`config.mk`:
```
export PLATFORM = sky130hd
export DESIGN_NAME = lpr_ctrl
export DESIGN_NICKNAME = d
export VERILOG_FILES = /design/src/hdl/lpr_pkg.sv /design/src/hdl/lpr_ctrl.sv
export SDC_FILE = /design/constraint.sdc
export NUM_CORES = 1
export LEC_CHECK = 0
export BUFFER_PORTS_ARGS = -buffer_cell sky130_fd_sc_hd__clkbuf_2
export CAP_MARGIN = 10
export CORE_AREA = 2 2 39 41
export CTS_CLUSTER_SIZE = 16
export DETAILED_ROUTE_END_ITERATION = 8
export DIE_AREA = 0 0 41 43
export PLACE_DENSITY_LB_ADDON = 0.1
export SYNTH_ARGS = -nofsm -noshare
export SYNTH_HDL_FRONTEND = slang
export SYNTH_SLANG_ARGS = --single-unit
```
`constraint.sdc`:
```
create_clock -name clk -period 2.1 [get_ports clk]
set_input_delay 0.21 -clock clk [delete_from_list [all_inputs] [get_ports clk]]
set_output_delay 0.21 -clock clk [all_outputs]
set_load 0.1 [all_outputs]
```
`src/hdl/lpr_pkg.sv`:
```
// Shared types and constants of the length-prefixed packet ring.
// No dependencies; used by the controller, datapath and top level.
package lpr_pkg;

  localparam int LPR_RING_DEPTH       = 1024;
  localparam int LPR_MAX_PAYLOAD      = 64;
  localparam int LPR_HDR_BYTES        = 2;
  localparam int LPR_SIZE_MARGIN      = 8;
  localparam int LPR_RB_W             = 11;
  localparam int LPR_RING_BYTES_RESET = 1024;

  localparam logic LPR_CFG_OVERWRITE  = 1'b0;
  localparam logic LPR_CFG_RING_BYTES = 1'b1;

  localparam logic LPR_ACT_PUSH = 1'b0;
  localparam logic LPR_ACT_POP  = 1'b1;

  typedef enum logic [2:0] {
    ST_BYTE     = 3'd0,
    ST_STORED   = 3'd1,
    ST_FULL     = 3'd2,
    ST_EMPTY    = 3'd3,
    ST_TOO_LONG = 3'd4
  } lpr_status_t;

  typedef struct packed {
    logic        stage_push;
    logic        stage_clear;
    logic        rd_next;
    logic        lo_capture;
    logic        drop_apply;
    logic        hdr_wr0;
    logic        hdr_wr1;
    logic        copy_wr;
    logic        commit;
    logic        pop_hdr;
    logic        pop_byte;
    logic        emit;
    lpr_status_t emit_status;
  } lpr_cmd_t;

  typedef struct packed {
    logic ovf;
    logic cnt_zero;
    logic reject;
    logic need_drop;
    logic used_zero;
    logic pop_last;
    logic copy_last;
    logic out_free;
  } lpr_sts_t;

endpackage

```
`src/hdl/lpr_ctrl.sv`:
```
// Controller state machine of the length-prefixed packet ring.
// Depends on lpr_pkg; drives lpr_datapath through command and status structs.
module lpr_ctrl import lpr_pkg::*; (
  input  logic     clk,
  input  logic     rst_n,
  input  logic     in_valid,
  output logic     in_stall,
  input  logic     in_action,
  input  logic     in_end_of_record,
  input  lpr_sts_t sts,
  output lpr_cmd_t cmd
);

  typedef enum logic [3:0] {
    S_IDLE, S_COMMIT, S_DROP_A, S_DROP_B, S_DROP_C, S_WR_H0, S_WR_H1,
    S_COPY_RD, S_COPY_WR, S_DONE, S_POP, S_POP_A, S_POP_B, S_POP_C,
    S_POP_RD, S_POP_EM
  } state_t;

  state_t state_r, state_nxt;
  logic   accept;

  assign in_stall = (state_r != S_IDLE);
  assign accept   = in_valid && !in_stall;

  always_comb begin
    cmd       = '0;
    state_nxt = state_r;
    unique case (state_r)
      S_IDLE: begin
        if (accept) begin
          if (in_action == LPR_ACT_PUSH) begin
            cmd.stage_push = 1'b1;
            if (in_end_of_record) state_nxt = S_COMMIT;
          end else begin
            state_nxt = S_POP;
          end
        end
      end
      S_COMMIT: begin
        priority if (sts.ovf) begin
          if (sts.out_free) begin
            cmd.emit        = 1'b1;
            cmd.emit_status = ST_TOO_LONG;
            cmd.stage_clear = 1'b1;
            state_nxt       = S_IDLE;
          end
        end else if (sts.cnt_zero) begin
          state_nxt = S_IDLE;
        end else if (sts.reject) begin
          if (sts.out_free) begin
            cmd.emit        = 1'b1;
            cmd.emit_status = ST_FULL;
            cmd.stage_clear = 1'b1;
            state_nxt       = S_IDLE;
          end
        end else if (sts.need_drop) begin
          state_nxt = S_DROP_A;
        end else begin
          state_nxt = S_WR_H0;
        end
      end
      S_DROP_A: state_nxt = S_DROP_B;
      S_DROP_B: begin
        cmd.rd_next    = 1'b1;
        cmd.lo_capture = 1'b1;
        state_nxt      = S_DROP_C;
      end
      S_DROP_C: begin
        cmd.drop_apply = 1'b1;
        state_nxt      = S_COMMIT;
      end
      S_WR_H0: begin
        cmd.hdr_wr0 = 1'b1;
        state_nxt   = S_WR_H1;
      end
      S_WR_H1: begin
        cmd.hdr_wr1 = 1'b1;
        state_nxt   = S_COPY_RD;
      end
      S_COPY_RD: state_nxt = S_COPY_WR;
      S_COPY_WR: begin
        cmd.copy_wr = 1'b1;
        state_nxt   = sts.copy_last ? S_DONE : S_COPY_RD;
      end
      S_DONE: begin
        if (sts.out_free) begin
          cmd.emit        = 1'b1;
          cmd.emit_status = ST_STORED;
          cmd.commit      = 1'b1;
          state_nxt       = S_IDLE;
        end
      end
      S_POP: begin
        if (sts.used_zero) begin
          if (sts.out_free) begin
            cmd.emit        = 1'b1;
            cmd.emit_status = ST_EMPTY;
            state_nxt       = S_IDLE;
          end
        end else begin
          state_nxt = S_POP_A;
        end
      end
      S_POP_A: state_nxt = S_POP_B;
      S_POP_B: begin
        cmd.rd_next    = 1'b1;
        cmd.lo_capture = 1'b1;
        state_nxt      = S_POP_C;
      end
      S_POP_C: begin
        cmd.pop_hdr = 1'b1;
        state_nxt   = S_POP_RD;
      end
      S_POP_RD: state_nxt = S_POP_EM;
      S_POP_EM: begin
        if (sts.out_free) begin
          cmd.emit        = 1'b1;
          cmd.emit_status = ST_BYTE;
          cmd.pop_byte    = 1'b1;
          state_nxt       = sts.pop_last ? S_IDLE : S_POP_RD;
        end
      end
      default: state_nxt = S_IDLE;
    endcase
  end

  always_ff @(posedge clk) begin
    if (!rst_n) begin
      state_r <= S_IDLE;
    end else begin
      state_r <= state_nxt;
    end
  end

endmodule

```
## Yosys cells after proc, flatten, opt, wreduce, memory -nomap -nowiden

Cells that the tools add are included.

- Equal/unequal tests: 18
- Mux-type cells: 39
- Reductions and logical operators: 6

Operators by type and width:

| cell | number |
|---|---|
| two-way mux 4 bit | 19 |
| case mux 4 bit (16 select lines) | 1 |
| equality test 4 bit, second input constant | 8 |
| equality test 4 x 3 -> 1 bit, second input constant | 4 |
| case mux 4 bit (4 select lines) | 1 |
| two-way mux 1 bit | 15 |
| equality test 4 x 2 -> 1 bit, second input constant | 2 |
| two-way mux 5 bit | 1 |
| equality test 4 x 1 -> 1 bit, second input constant | 1 |
| logical NOT 4 bit | 1 |
| != test 2 bit, second input constant | 2 |
| nonzero test 4 bit | 1 |
| two-way mux 3 bit | 1 |
| != test 3 bit, second input constant | 1 |
| AND reduction 3 bit | 1 |
| two-way mux 2 bit | 1 |
| OR reduction 2 bit | 1 |
| logical AND 1 bit | 1 |
| logical NOT 1 bit | 1 |

- Bits in registers: 4
- Input bits: 13
- Output and inout port bits: 16
- Word-level logic and storage cells: 64

## Logic depth before layout (Yosys ltp)

Gate-level depths: netlist of run 1.

- Depth after elaboration: 5
- Gate-level depth with buffers: 6
- Gate-level depth less buffers: 4

## Worst setup path after synthesis of run 1

Ideal clock, no wire load.

- Path type: register to output
- Start point: register state_r[1]
- End point: output cmd[14] (netlist bit)
- Arrival: 3.681 ns
- Slack: -1.791 ns
- Stages on the path, launching flop included: 5
- Path through: dfxtp_1 > buf_4 > nor2_1 > nand2_1 > nor3b_1

RTL lines:

| element | RTL line | source |
|---|---|---|
| start: declaration | lpr_ctrl.sv:20 | `state_t state_r, state_nxt;` |
| start signal: assignment | lpr_ctrl.sv:132 | `state_r <= state_nxt;` |
| end: declaration | lpr_ctrl.sv:11 | `output lpr_cmd_t cmd` |

==> results of run 1 <==
-- cell type report --
cell class | count | share of cell area
Multi-Input combinational cell | 77 | 0.545
Timing Repair Buffer | 33 | 0.315
Sequential cell | 4 | 0.0819
Clock buffer | 3 | 0.0227
Tap cell | 16 | 0.0202
Inverter | 4 | 0.0151
-- kinds of logic (layout without fill, tap and decap cells) --
logic type / after synthesis / after routing / share of synthesized area
buffers and inverters: 13 / 40 / 0.118
AO/OA/AOI/OAI: 28 / 28 / 0.323
XOR/XNOR: 1 / 1 / 0.0139
flip-flops: 4 / 4 / 0.127
AND/OR/NAND/NOR: 48 / 48 / 0.418
-- path summary, 6_finish.rpt --
check	to	start	slack [ps]	cells past startpoint
setup / recovery	cmd[1]	state_r[3]$_SDFFE_PN0P_	60	4
hold / removal	state_r[1]$_SDFFE_PN0P_	rst_n	220	2
setup reg to reg	state_r[3]$_SDFFE_PN0P_	state_r[3]$_SDFFE_PN0P_	530	5
hold reg to reg	state_r[0]$_SDFFE_PN0P_	state_r[1]$_SDFFE_PN0P_	750	3
-- cell usage in the layout, fill, tap and decap left out, types with 2 or more instances in the layout --
| cell | count |
|---|---|
| sky130_fd_sc_hd__a21boi_0 | 2 |
| sky130_fd_sc_hd__a21oi_1 | 3 |
| sky130_fd_sc_hd__a31oi_1 | 4 |
| sky130_fd_sc_hd__and3_1 | 2 |
| sky130_fd_sc_hd__buf_12 | 8 |
| sky130_fd_sc_hd__buf_4 | 11 |
| sky130_fd_sc_hd__clkbuf_2 | 14 |
| sky130_fd_sc_hd__clkbuf_4 | 3 |
| sky130_fd_sc_hd__dfxtp_1 | 3 |
| sky130_fd_sc_hd__inv_1 | 4 |
| sky130_fd_sc_hd__nand2_1 | 8 |
| sky130_fd_sc_hd__nand2b_1 | 3 |
| sky130_fd_sc_hd__nand3_1 | 3 |
| sky130_fd_sc_hd__nand3b_1 | 3 |
| sky130_fd_sc_hd__nor2_1 | 11 |
| sky130_fd_sc_hd__nor2_2 | 3 |
| sky130_fd_sc_hd__nor2b_1 | 2 |
| sky130_fd_sc_hd__nor3_4 | 2 |
| sky130_fd_sc_hd__o21ai_0 | 4 |
| sky130_fd_sc_hd__o22ai_1 | 2 |
| sky130_fd_sc_hd__o31a_1 | 2 |
-- per-stage QoR --
| step | cell area [µm²] | util | hold slack, ps | TNS (ps) |
|---|---|---|---|---|
| 6_report | 993 | 0.718 | 224 | 0 |
| 3_5_place_dp | 961 | 0.694 | 479 | 0 |
| 4_1_cts | 985 | 0.712 | 218 | 0 |
| 3_3_place_gp | 961 | 0.694 | 473 | 0 |
| 5_1_grt | 993 | 0.718 | 219 | 0 |
| 2_1_floorplan | 687 | - | 335 | -3360 |
-- layer usage --
metal  GRT usage  vias to the layer above  part of all wire
met4       0.160                        0             0.020
met3      0.0471                        6             0.052
met1       0.255                      377              0.41
li1            -                      398                 -
met5           0                        -                 0
met2       0.403                       32              0.52
-- worst max-delay path, cell delays in order (launching register included) --
cell and delay [ps]:
sky130_fd_sc_hd__dfxtp_1 510, sky130_fd_sc_hd__nand3_1 190, sky130_fd_sc_hd__or4b_4 580, sky130_fd_sc_hd__o41ai_4 80, sky130_fd_sc_hd__buf_12 220
-- power breakdown --
| group | internal (W) | total, W | switching [W] |
|---|---|---|---|
| Clock | 0.0000640 | 0.0000969 | 0.0000329 |
| Combinational | 0.000340 | 0.00106 | 0.000717 |
| Sequential | 0.000107 | 0.000189 | 0.0000822 |
-- timing repair --
item                       in CTS  in global routing
setup endpoints to repair       2                  1
hold endpoints to repair        0                  0
setup buffers                   0                  0
resized for setup               1                  2
==> run summary, run 1 <==
The start-to-end type of the worst setup path is reg -> out. Counting tap cells, the placed design contains a total of 134 instances. The overall routing resource usage is 0.242. Buffers inserted during clock tree synthesis total 3. The area used by sequential logic in the layout is 81.3 µm².

Entering global routing, the biggest net connects 15 pins. Counting distinct cell types in the post-synthesis netlist gives 39. The max capacitance violation total is 0. The TritonCTS clock tree is done. The total design power is 0.00134 W. The post-CTS clock slew at the launch and capture registers of the worst setup and hold paths is 40 ps.

The count of TritonRoute iterations in the first routing pass is 4. The count of routing violations after the opening detailed-route iteration is 33. The filler-free cell count of the finished design is 137.

In this run the clock root is driven by a sky130_fd_sc_hd__clkbuf_4. The required time at the endpoint of the critical path came out at 1890 ps. The filler cell count in the final layout is 111. 29 I/O pins were placed.

The area occupied by multi-input gates is 542 µm². The depth of the CTS H-tree came out at 1. In the synthesized netlist the async set-or-reset flop fraction comes to 0.

The run finished with clean final reports. Yosys instantiated no cell more often than sky130_fd_sc_hd__nor2_1. For this run, the top clock speed supported by timing is 491 MHz. The vertical die dimension is 43 µm.

The largest register by flop count is state_r. Across all setup checks in the final design, the least slack found is 64.4 ps. The final wirelength came out at 1870 µm.

The number of placement rows came out at 14. The number of buffers inserted for hold repair after clock tree synthesis is 0. The leftover overflow at the end of global routing is 0. The share of the Yosys chip area taken by registers is 0.127. Power spread over the standard cell area amounts to 1350 mW/mm². In the finished design, the share of the clock period the worst path needs comes to 0.969. The count of flip-flops with a built-in enable after synthesis is 0. The number of buffers on the longest clock path is 2.

The HPWL after detailed placement is 1490 µm. The total clock sinks came out at 4. The remaining routing DRC violations is 0. The horizontal die dimension is 41 µm. The static leakage is 0.426 nW. The number of antenna diodes in the final layout is 0. Setup repair after global routing left no endpoint under its margin. The post-detailed-route via-to-cell ratio came out at 5.93. During synthesis, Yosys emitted a total of 0 warnings.

The number of global-route vias before repair is 733. The setup slack after placement came out at 204 ps. The fraction of synthesized cell area taken by the top area cell type came out at 0.127. The transition time of the tightest slew-check pin is 541 ps.

The area of the die came out at 0.00176 mm². At the later pin of the worst-skew pair, clock insertion delay measures 240 ps. The relative slew slack came out at 0.641. Counting every instance in the synthesized netlist gives 94. The final-report hold violation count came out at 0. The largest vdd supply drop is 1.05 mV.

The post-detailed-route count of antenna-violating nets came out at 0. The final critical delay including setup and external delays came out at 2040 ps. STA puts the critical path data arrival time at 1830 ps. For this configuration, the core starts out at a cell density of 0.454. The number of buffer cells added on primary ports is 28. The register with the most flip-flops in the layout has 4 of them. The number of failing setup endpoints in the final timing report is 0. The core area came out at 0.00138 mm².

The mean routed wirelength per cell is 13.6 µm. The number of nets in the synthesized netlist came out at 107. The max-slew violation count is 0. The routed layout has 813 vias. The share of post-route cells with drive strength above 1 is 0.421.

Dividing the synthesized area by the synthesized cell count gives 6.68 µm². The cell type with the largest total area after synthesis is sky130_fd_sc_hd__dfxtp_1. The path type of the worst min-delay path is in -> reg. In the post-synthesis netlist, the biggest area contributors are sky130_fd_sc_hd__dfxtp_1, sky130_fd_sc_hd__nor2_1, sky130_fd_sc_hd__nand2_1. The global placement routability congestion came out at 0.821. The cell area after synthesis came out at 628 µm². The worst setup path is launched from a flip-flop. The commonest register cell after synthesis is sky130_fd_sc_hd__dfxtp_1.

The number of antenna violations at the first check in global routing is 0. The clock arrives with 0.790 ps of skew. The layout overhead on the synthesized area came out at 58.2%. The first-pass GRT wire length is 2960 µm. The biggest fanout along the worst timing path came out at 9. The largest registers in the layout are state_r (4). The worst setup path is captured at an output pin.

The net count of the finished layout is 136. The total of flip-flops plus latches after synthesis is 4. The commonest cells after synthesis are sky130_fd_sc_hd__nor2_1, sky130_fd_sc_hd__nand2_1, sky130_fd_sc_hd__buf_2.
(Power assumes the default switching activity.)
==> run 2, diff against run 1 <==
PLACE_DENSITY = 0.78   (was default)
PLACE_DENSITY_LB_ADDON = default   (was 0.1)
==> run summary, run 2 (synthesis gave the netlist of run 1 again) <==
The clock insertion delay at the later pin of the skew report is 240 ps (about the same). The initial cell density of the core came out at 0.454 (unchanged). The share of total power in sequential cells came out at 0.123 (-0.018). The number of flip-flops in the largest register came out at 4 (unchanged). The final wirelength is 1880 µm (+0.54%).

The number of buffer cells added on primary ports came out at 28 (unchanged). The area of the die came out at 0.00176 mm² (unchanged). The reported net switching power came out at 0.000821 W (-1.4%). The maximum clock skew at final layout came out at 0.495 ps (-0.295 ps). The type of destination of the critical path is an output pin.

The worst hold path belongs to the class in -> reg. The relative slew slack came out at 0.642 (+0.00139). The final-report hold violation count came out at 0 (unchanged).

The layout overhead on the synthesized area is 56.8%. The filler-free cell count of the finished design is 137 (unchanged). The endpoint of the lowest-slack register-to-register path is state_r[1]$_SDFFE_PN0P_. The total clock sinks is 4 (unchanged). The library cell used most frequently in the layout, excluding fill and tap cells, is sky130_fd_sc_hd__clkbuf_2.

In the layout the commonest cells are sky130_fd_sc_hd__clkbuf_2, sky130_fd_sc_hd__nor2_1, sky130_fd_sc_hd__buf_4. The worst stage delay on the critical path is 350 ps (-230 ps). The flow ran to the end, and the final reports show no timing, DRC or antenna violations.

The final cell area excluding filler cells is 985 µm² (-0.88%). The max capacitance violation total came out at 0 (unchanged). The required time at the endpoint of the critical path is 1890 ps (about the same). The number of placement rows was 14 (unchanged). The final critical delay including setup and external delays is 2010 ps (-25.2 ps). For this design, the slowest cell found on the critical path is sky130_fd_sc_hd__dfxtp_1. The number of buffers on the longest clock path is 2 (unchanged). TritonCTS built the clock tree. The share of total power consumed by net switching is 0.623 (+0.00296). The mean routed wirelength per cell is 13.7 µm (+0.54%). The pin count of the biggest net entering global routing was 14 (-1). The register-to-register setup slack came to 630 ps (+100 ps). The number of cells on the worst hold path is 2 (unchanged). The number of placed cells counting well taps was 134 (unchanged). The leftover overflow at the end of global routing is 0 (unchanged). In this run the most critical hold path is launched from rst_n. The number of buffers inserted for hold repair after clock tree synthesis is 0 (unchanged). In this run the critical register-to-register path is launched from state_r[2]$_SDFFE_PN0P_. The share of post-route cells with drive strength above 1 is 0.413 (-0.00826). The count of TritonRoute iterations in the first routing pass came to 5 (+1). The first-pass GRT wire length is 3230 µm (+9.1%). The number of antenna violations at the first check in global routing came to 0 (unchanged). The total design power came out at 0.00132 W (-1.8%). In the final layout, the registers with the most flip-flops are state_r (4). The overall routing resource usage is 0.263 (+0.0206). The total power per unit cell area was 1340 mW/mm² (-0.95%). The depth of the CTS H-tree came out at 1 (unchanged).

The length in cells of the worst reg-to-reg path came to 5 (unchanged). The post-CTS clock slew at the launch and capture registers of the worst setup and hold paths is 40 ps (about the same). The power share of the clock group came to 0.074 (+0.002). The number of failing setup endpoints in the final timing report came to 0 (unchanged). The transition time of the tightest slew-check pin is 539 ps (-2.09 ps).

The largest vdd supply drop came out at 1.13 mV (+7.2%). The vertical die dimension is 43 µm (unchanged). The number of global-route vias before repair is 759 (+3.5%). The number of buffers added by the clock tree synthesis step came out at 3 (unchanged).

The estimated wirelength of the detail-placed design is 1530 µm (+2.5%). The antenna cell count is 0 (unchanged). The number of vias after detailed routing is 795 (-2.2%). The number of ports placed on the die boundary is 29 (unchanged).

The static leakage is 0.427 nW (+0.29%). The worst hold path terminates at state_r[3]$_SDFFE_PN0P_. The post-detailed-route via-to-cell ratio came out at 5.80 (-2.2%). The filler cell count in the final layout came out at 117 (+5.4%). The maximum clock rate came out at 497 MHz (+1.3%). The remaining routing DRC violations came out at 0 (unchanged). The post-route core utilization is 0.712 (-0.00633). Walking the worst path, the cells encountered are buf_4 > nor3_2 > nand2_1 > o41ai_4 > buf_12.

The total placed instance area came out at 961 µm² (unchanged). The tree is rooted in a sky130_fd_sc_hd__clkbuf_4. The worst setup path is of the reg -> out kind. The post-detailed-route count of antenna-violating nets is 0 (unchanged).

The horizontal die dimension came out at 41 µm (unchanged). The core area is 0.00138 mm² (unchanged). The register with the most flip-flops in the final layout is state_r.

The category of the worst setup path launch point is a flip-flop. Setup repair after global routing left no endpoint under its margin. The global placement routability congestion came out at 0.911 (+11%). The combinational cell fraction of total power is 0.803 (+0.016). The biggest fanout along the worst timing path is 13 (+4).

The max-slew violation count is 0 (unchanged). The count of routing violations after the opening detailed-route iteration is 29 (-12%). The final clock period utilization by the worst path is 0.957 (-0.0120). The data arrival time of the critical path came out at 1800 ps (-30 ps). The number of nets in the layout came to 136 (unchanged). The internal power consumption is 0.000497 W (-2.6%).
==> run 2: changes by cell type in the layout (fill, tap and decap cells not counted) <==
cell	before	now
sky130_fd_sc_hd__nand2_2	1	0
sky130_fd_sc_hd__nor3_4	2	1
sky130_fd_sc_hd__nor3_2	1	2
sky130_fd_sc_hd__nand2_1	8	9
==> run 2: cell type report <==
| class | instances | area (µm²) | share of cell area |
|---|---|---|---|
| multi-input cells | 77 | 533 | 0.541 |
| repair buffers | 33 | 313 | 0.318 |
| well taps | 16 | 20.0 | 0.0203 |
| inverters | 4 | 15.0 | 0.0152 |
| flip-flops and latches | 4 | 81.3 | 0.0826 |
| clock buffers | 3 | 22.5 | 0.0229 |
==> run 2: critical path: cells and delay by family (launching register included) <==
kind	cells	cell delay, ps
AOI/OAI and AO/OA	1	310
buffers and inverters	2	420
DFF	1	350
and+or+nand+nor	2	470
==> run 2: repair_timing <==
action,4_1_cts,5_1_grt
endpoints found under the setup margin,0,3
buffers inserted,0,0
resized for setup,0,1
==> run 2: layer usage <==
layer | vias up | track usage | share of wire
met4 | 0 | 0.113 | 0.0043
met3 | 2 | 0.0366 | 0.047
met5 | - | 0 | 0
li1 | 395 | - | -
met1 | 367 | 0.317 | 0.41
met2 | 31 | 0.434 | 0.54
==> run 2: per-stage QoR <==
stage / worst slack [ps] / setup TNS (ps) / hold slack (ps)
2_1_floorplan: -866 / -3360 / 335
4_1_cts: 66.4 / 0 / 220
5_1_grt: 17.4 / 0 / 228
6_report: 89.6 / 0 / 229
3_3_place_gp: 355 / 0 / 473
3_5_place_dp: 329 / 0 / 473
==> run 2: worst max path at each step <==
stage / from / end / depth (start not counted)
floorplan: state_r[1]$_SDFFE_PN0P_ / cmd[7] / 3
global placement: state_r[1]$_SDFFE_PN0P_ / cmd[1] / 4
detailed placement: state_r[1]$_SDFFE_PN0P_ / cmd[1] / 4
CTS: state_r[1]$_SDFFE_PN0P_ / cmd[1] / 4
global route: state_r[3]$_SDFFE_PN0P_ / cmd[1] / 5
finish: state_r[3]$_SDFFE_PN0P_ / cmd[1] / 5
==> run 2: power by group through the flow <==
stage	logic, W	clock network, W	registers (W)
finish	0.00106	0.0000971	0.000163
global route	0.00112	0.000108	0.000166
CTS	0.00106	0.000102	0.000159
detailed placement	0.00105	0	0.000161
global placement	0.00103	0	0.000155
floorplan	0.000855	0	0.000115
==> run 3, diff against run 2 <==
RECOVER_POWER = 50   (was default)
==> run summary, run 3 (synthesis gave the netlist of run 1 again) <==
The number of flip-flops in the largest register is 4 (unchanged). The vertical die dimension is 43 µm (unchanged). The final clock period utilization by the worst path came to 0.959 (+0.00136). The post-route worst hold slack is 227 ps (-2.32 ps). The share of post-route cells with drive strength above 1 is 0.405 (-0.00826). The depth of the CTS H-tree was 1 (unchanged). The post-detailed-route via-to-cell ratio is 5.80 (unchanged). The final wirelength came out at 1900 µm (+1.2%). The largest registers in the layout are state_r (4).

The mean routed wirelength per cell came to 13.9 µm (+1.2%). The maximum clock skew at final layout was 0.267 ps (-0.228 ps). The number of placement rows is 14 (unchanged). The origin of the critical flop-to-flop path is state_r[2]$_SDFFE_PN0P_. TritonCTS built the clock tree. The buffer cell driving the clock tree root is sky130_fd_sc_hd__clkbuf_4. The overall routing resource usage came out at 0.263 (unchanged). The number of global-route vias before repair is 759 (unchanged). The number of buffers inserted for hold repair after clock tree synthesis is 0 (unchanged). The count of TritonRoute iterations in the first routing pass is 4 (-1). The endpoint identified for the worst register-to-register timing path is state_r[1]$_SDFFE_PN0P_. The length in cells of the worst reg-to-reg path came out at 5 (unchanged).

The worst stage delay on the critical path is 360 ps (about the same). The total power per unit cell area is 1350 mW/mm² (+0.77%). The register-to-register setup slack came to 630 ps (about the same). The clock insertion delay at the later pin of the skew report is 240 ps (about the same). The number of placed cells counting well taps came out at 134 (unchanged).

The worst setup path is captured at an output pin. The maximum clock rate is 497 MHz (-0.14%). The filler-free cell count of the finished design is 137 (unchanged). On the critical path the largest part of the delay comes from simple AND/OR/NAND/NOR gates. The number of buffer cells added on primary ports came out at 28 (unchanged). The count of routing violations after the opening detailed-route iteration is 25 (-14%). The number of buffers on the longest clock path is 2 (unchanged). The register with the most flip-flops in the final layout is state_r. The final critical delay including setup and external delays is 2010 ps (+2.86 ps).

The global placement routability congestion was 0.911 (unchanged). The number of cells on the worst hold path came to 2 (unchanged). The leftover overflow at the end of global routing is 0 (unchanged). The total clock sinks is 4 (unchanged). The start point of the worst hold path is rst_n. The run finished with clean final reports. The area of the die is 0.00176 mm² (unchanged). The initial cell density of the core is 0.454 (unchanged). The number of nets in the layout is 136 (unchanged). The remaining routing DRC violations is 0 (unchanged).

For hold timing, the worst endpoint is state_r[3]$_SDFFE_PN0P_. The number of failing setup endpoints in the final timing report is 0 (unchanged). The library cell used most frequently in the layout, excluding fill and tap cells, is sky130_fd_sc_hd__clkbuf_2. The largest individual stage delay along the critical path comes from the cell sky130_fd_sc_hd__dfxtp_1. The biggest fanout along the worst timing path came out at 13 (unchanged). Walking the worst path, the cells encountered are buf_4 > nor3_2 > nand2_1 > o41ai_4 > buf_12.

The antenna cell count is 0 (unchanged). The critical path buffer and inverter count is 2 (unchanged). The number of buffers added by the clock tree synthesis step is 3 (unchanged). The number of ports placed on the die boundary is 29 (unchanged). The largest vdd supply drop came out at 1.09 mV (-3.2%).

The relative slew slack came out at 0.638 (-0.00434). The logic depth of the worst path, buffers included came to 5 (unchanged). The data arrival time of the critical path was 1800 ps (about the same). The number of antenna violations at the first check in global routing is 0 (unchanged). The pin count of the biggest net entering global routing is 14 (unchanged). The post-CTS clock slew at the launch and capture registers of the worst setup and hold paths is 40 ps (about the same). The max capacitance violation total is 0 (unchanged).

The path class of the tightest hold or removal check is in -> reg. From synthesis to final layout, the design area changed by 52.4%. The category of the worst setup path launch point is a flip-flop.

The post-CTS repair timing setup buffer count came out at 0 (unchanged). The estimated wirelength of the detail-placed design is 1530 µm (unchanged). The number of vias after detailed routing is 795 (unchanged). By startpoint and endpoint, the worst setup path is classified as reg -> out. The required time at the endpoint of the critical path came out at 1890 ps (about the same). The first-pass GRT wire length came to 3230 µm (unchanged). The final-report hold violation count is 0 (unchanged). The transition time of the tightest slew-check pin came out at 545 ps (+6.54 ps). The core area is 0.00138 mm² (unchanged). Setup repair after global routing left no endpoint under its margin. The post-detailed-route count of antenna-violating nets came out at 0 (unchanged). The horizontal die dimension came to 41 µm (unchanged). The library cells used most frequently in the layout, excluding fill and tap cells, are sky130_fd_sc_hd__clkbuf_2, sky130_fd_sc_hd__nor2_1, sky130_fd_sc_hd__nand2_1. The max-slew violation count came to 0 (unchanged).

The static leakage came out at 0.418 nW (-2.2%).
-- run 3: changes by cell type in the layout (fill, tap and decap cells not counted), sizes merged --
cell	delta
buf	-4
clkbuf	+4
-- run 3: how the worst max path moves through the flow --
stage / start / endpoint / slack, ps
2_1_floorplan: state_r[1]$_SDFFE_PN0P_ / cmd[7] / -870
3_3_place_gp: state_r[1]$_SDFFE_PN0P_ / cmd[1] / 350
3_5_place_dp: state_r[1]$_SDFFE_PN0P_ / cmd[1] / 330
4_1_cts: state_r[1]$_SDFFE_PN0P_ / cmd[1] / 70
5_1_grt: state_r[3]$_SDFFE_PN0P_ / cmd[1] / 20
6_report: state_r[3]$_SDFFE_PN0P_ / cmd[1] / 90
-- run 3: worst register-to-register path: cells and delay by family (launching register included) --
family,cells,cell delay [ps]
AO/OA/AOI/OAI,2,520
flip-flops,1,440
buffers and inverters,1,240
AND/OR/NAND/NOR,2,170
-- run 3: layer usage --
| metal | vias to the layer above | global-route usage | part of all wire |
|---|---|---|---|
| li1 | 394 | - | - |
| met1 | 367 | 0.317 | 0.40 |
| met2 | 34 | 0.434 | 0.54 |
| met3 | 0 | 0.0366 | 0.065 |
| met4 | 0 | 0.113 | 0 |
| met5 | - | 0 | 0 |
-- run 3: cell type report --
| cell class | instances | area [µm²] |
|---|---|---|
| tap | 16 | 20.0 |
| inverter | 4 | 15.0 |
| multi-input combinational | 77 | 528 |
| sequential | 4 | 81.3 |
| fill | 122 | 427 |
| timing repair buffer | 33 | 290 |
| clock buffer | 3 | 22.5 |
-- run 3: metrics by stage --
stage	setup slack, ps	instance area (µm²)	util	TNS [ps]	power [W]
floorplan	-866	687	-	-3360	0.000970
global placement	355	961	0.694	0	0.00119
detailed placement	329	961	0.694	0	0.00121
CTS	66.4	983	0.711	0	0.00132
global route	20.4	957	0.692	0	0.00137
finish	86.8	957	0.692	0	0.00129
-- run 3: what timing repair did --
action	CTS	global route
endpoints found under the hold margin	0	0
gates resized for setup	0	1
endpoints found under the setup margin	0	3
-- run 3: power by group --
group	switching [W]	total (W)	internal, W
Clock	0.0000331	0.0000971	0.0000640
Combinational	0.000728	0.00103	0.000302
Sequential	0.0000564	0.000163	0.000107
Total	0.000818	0.00129	0.000473
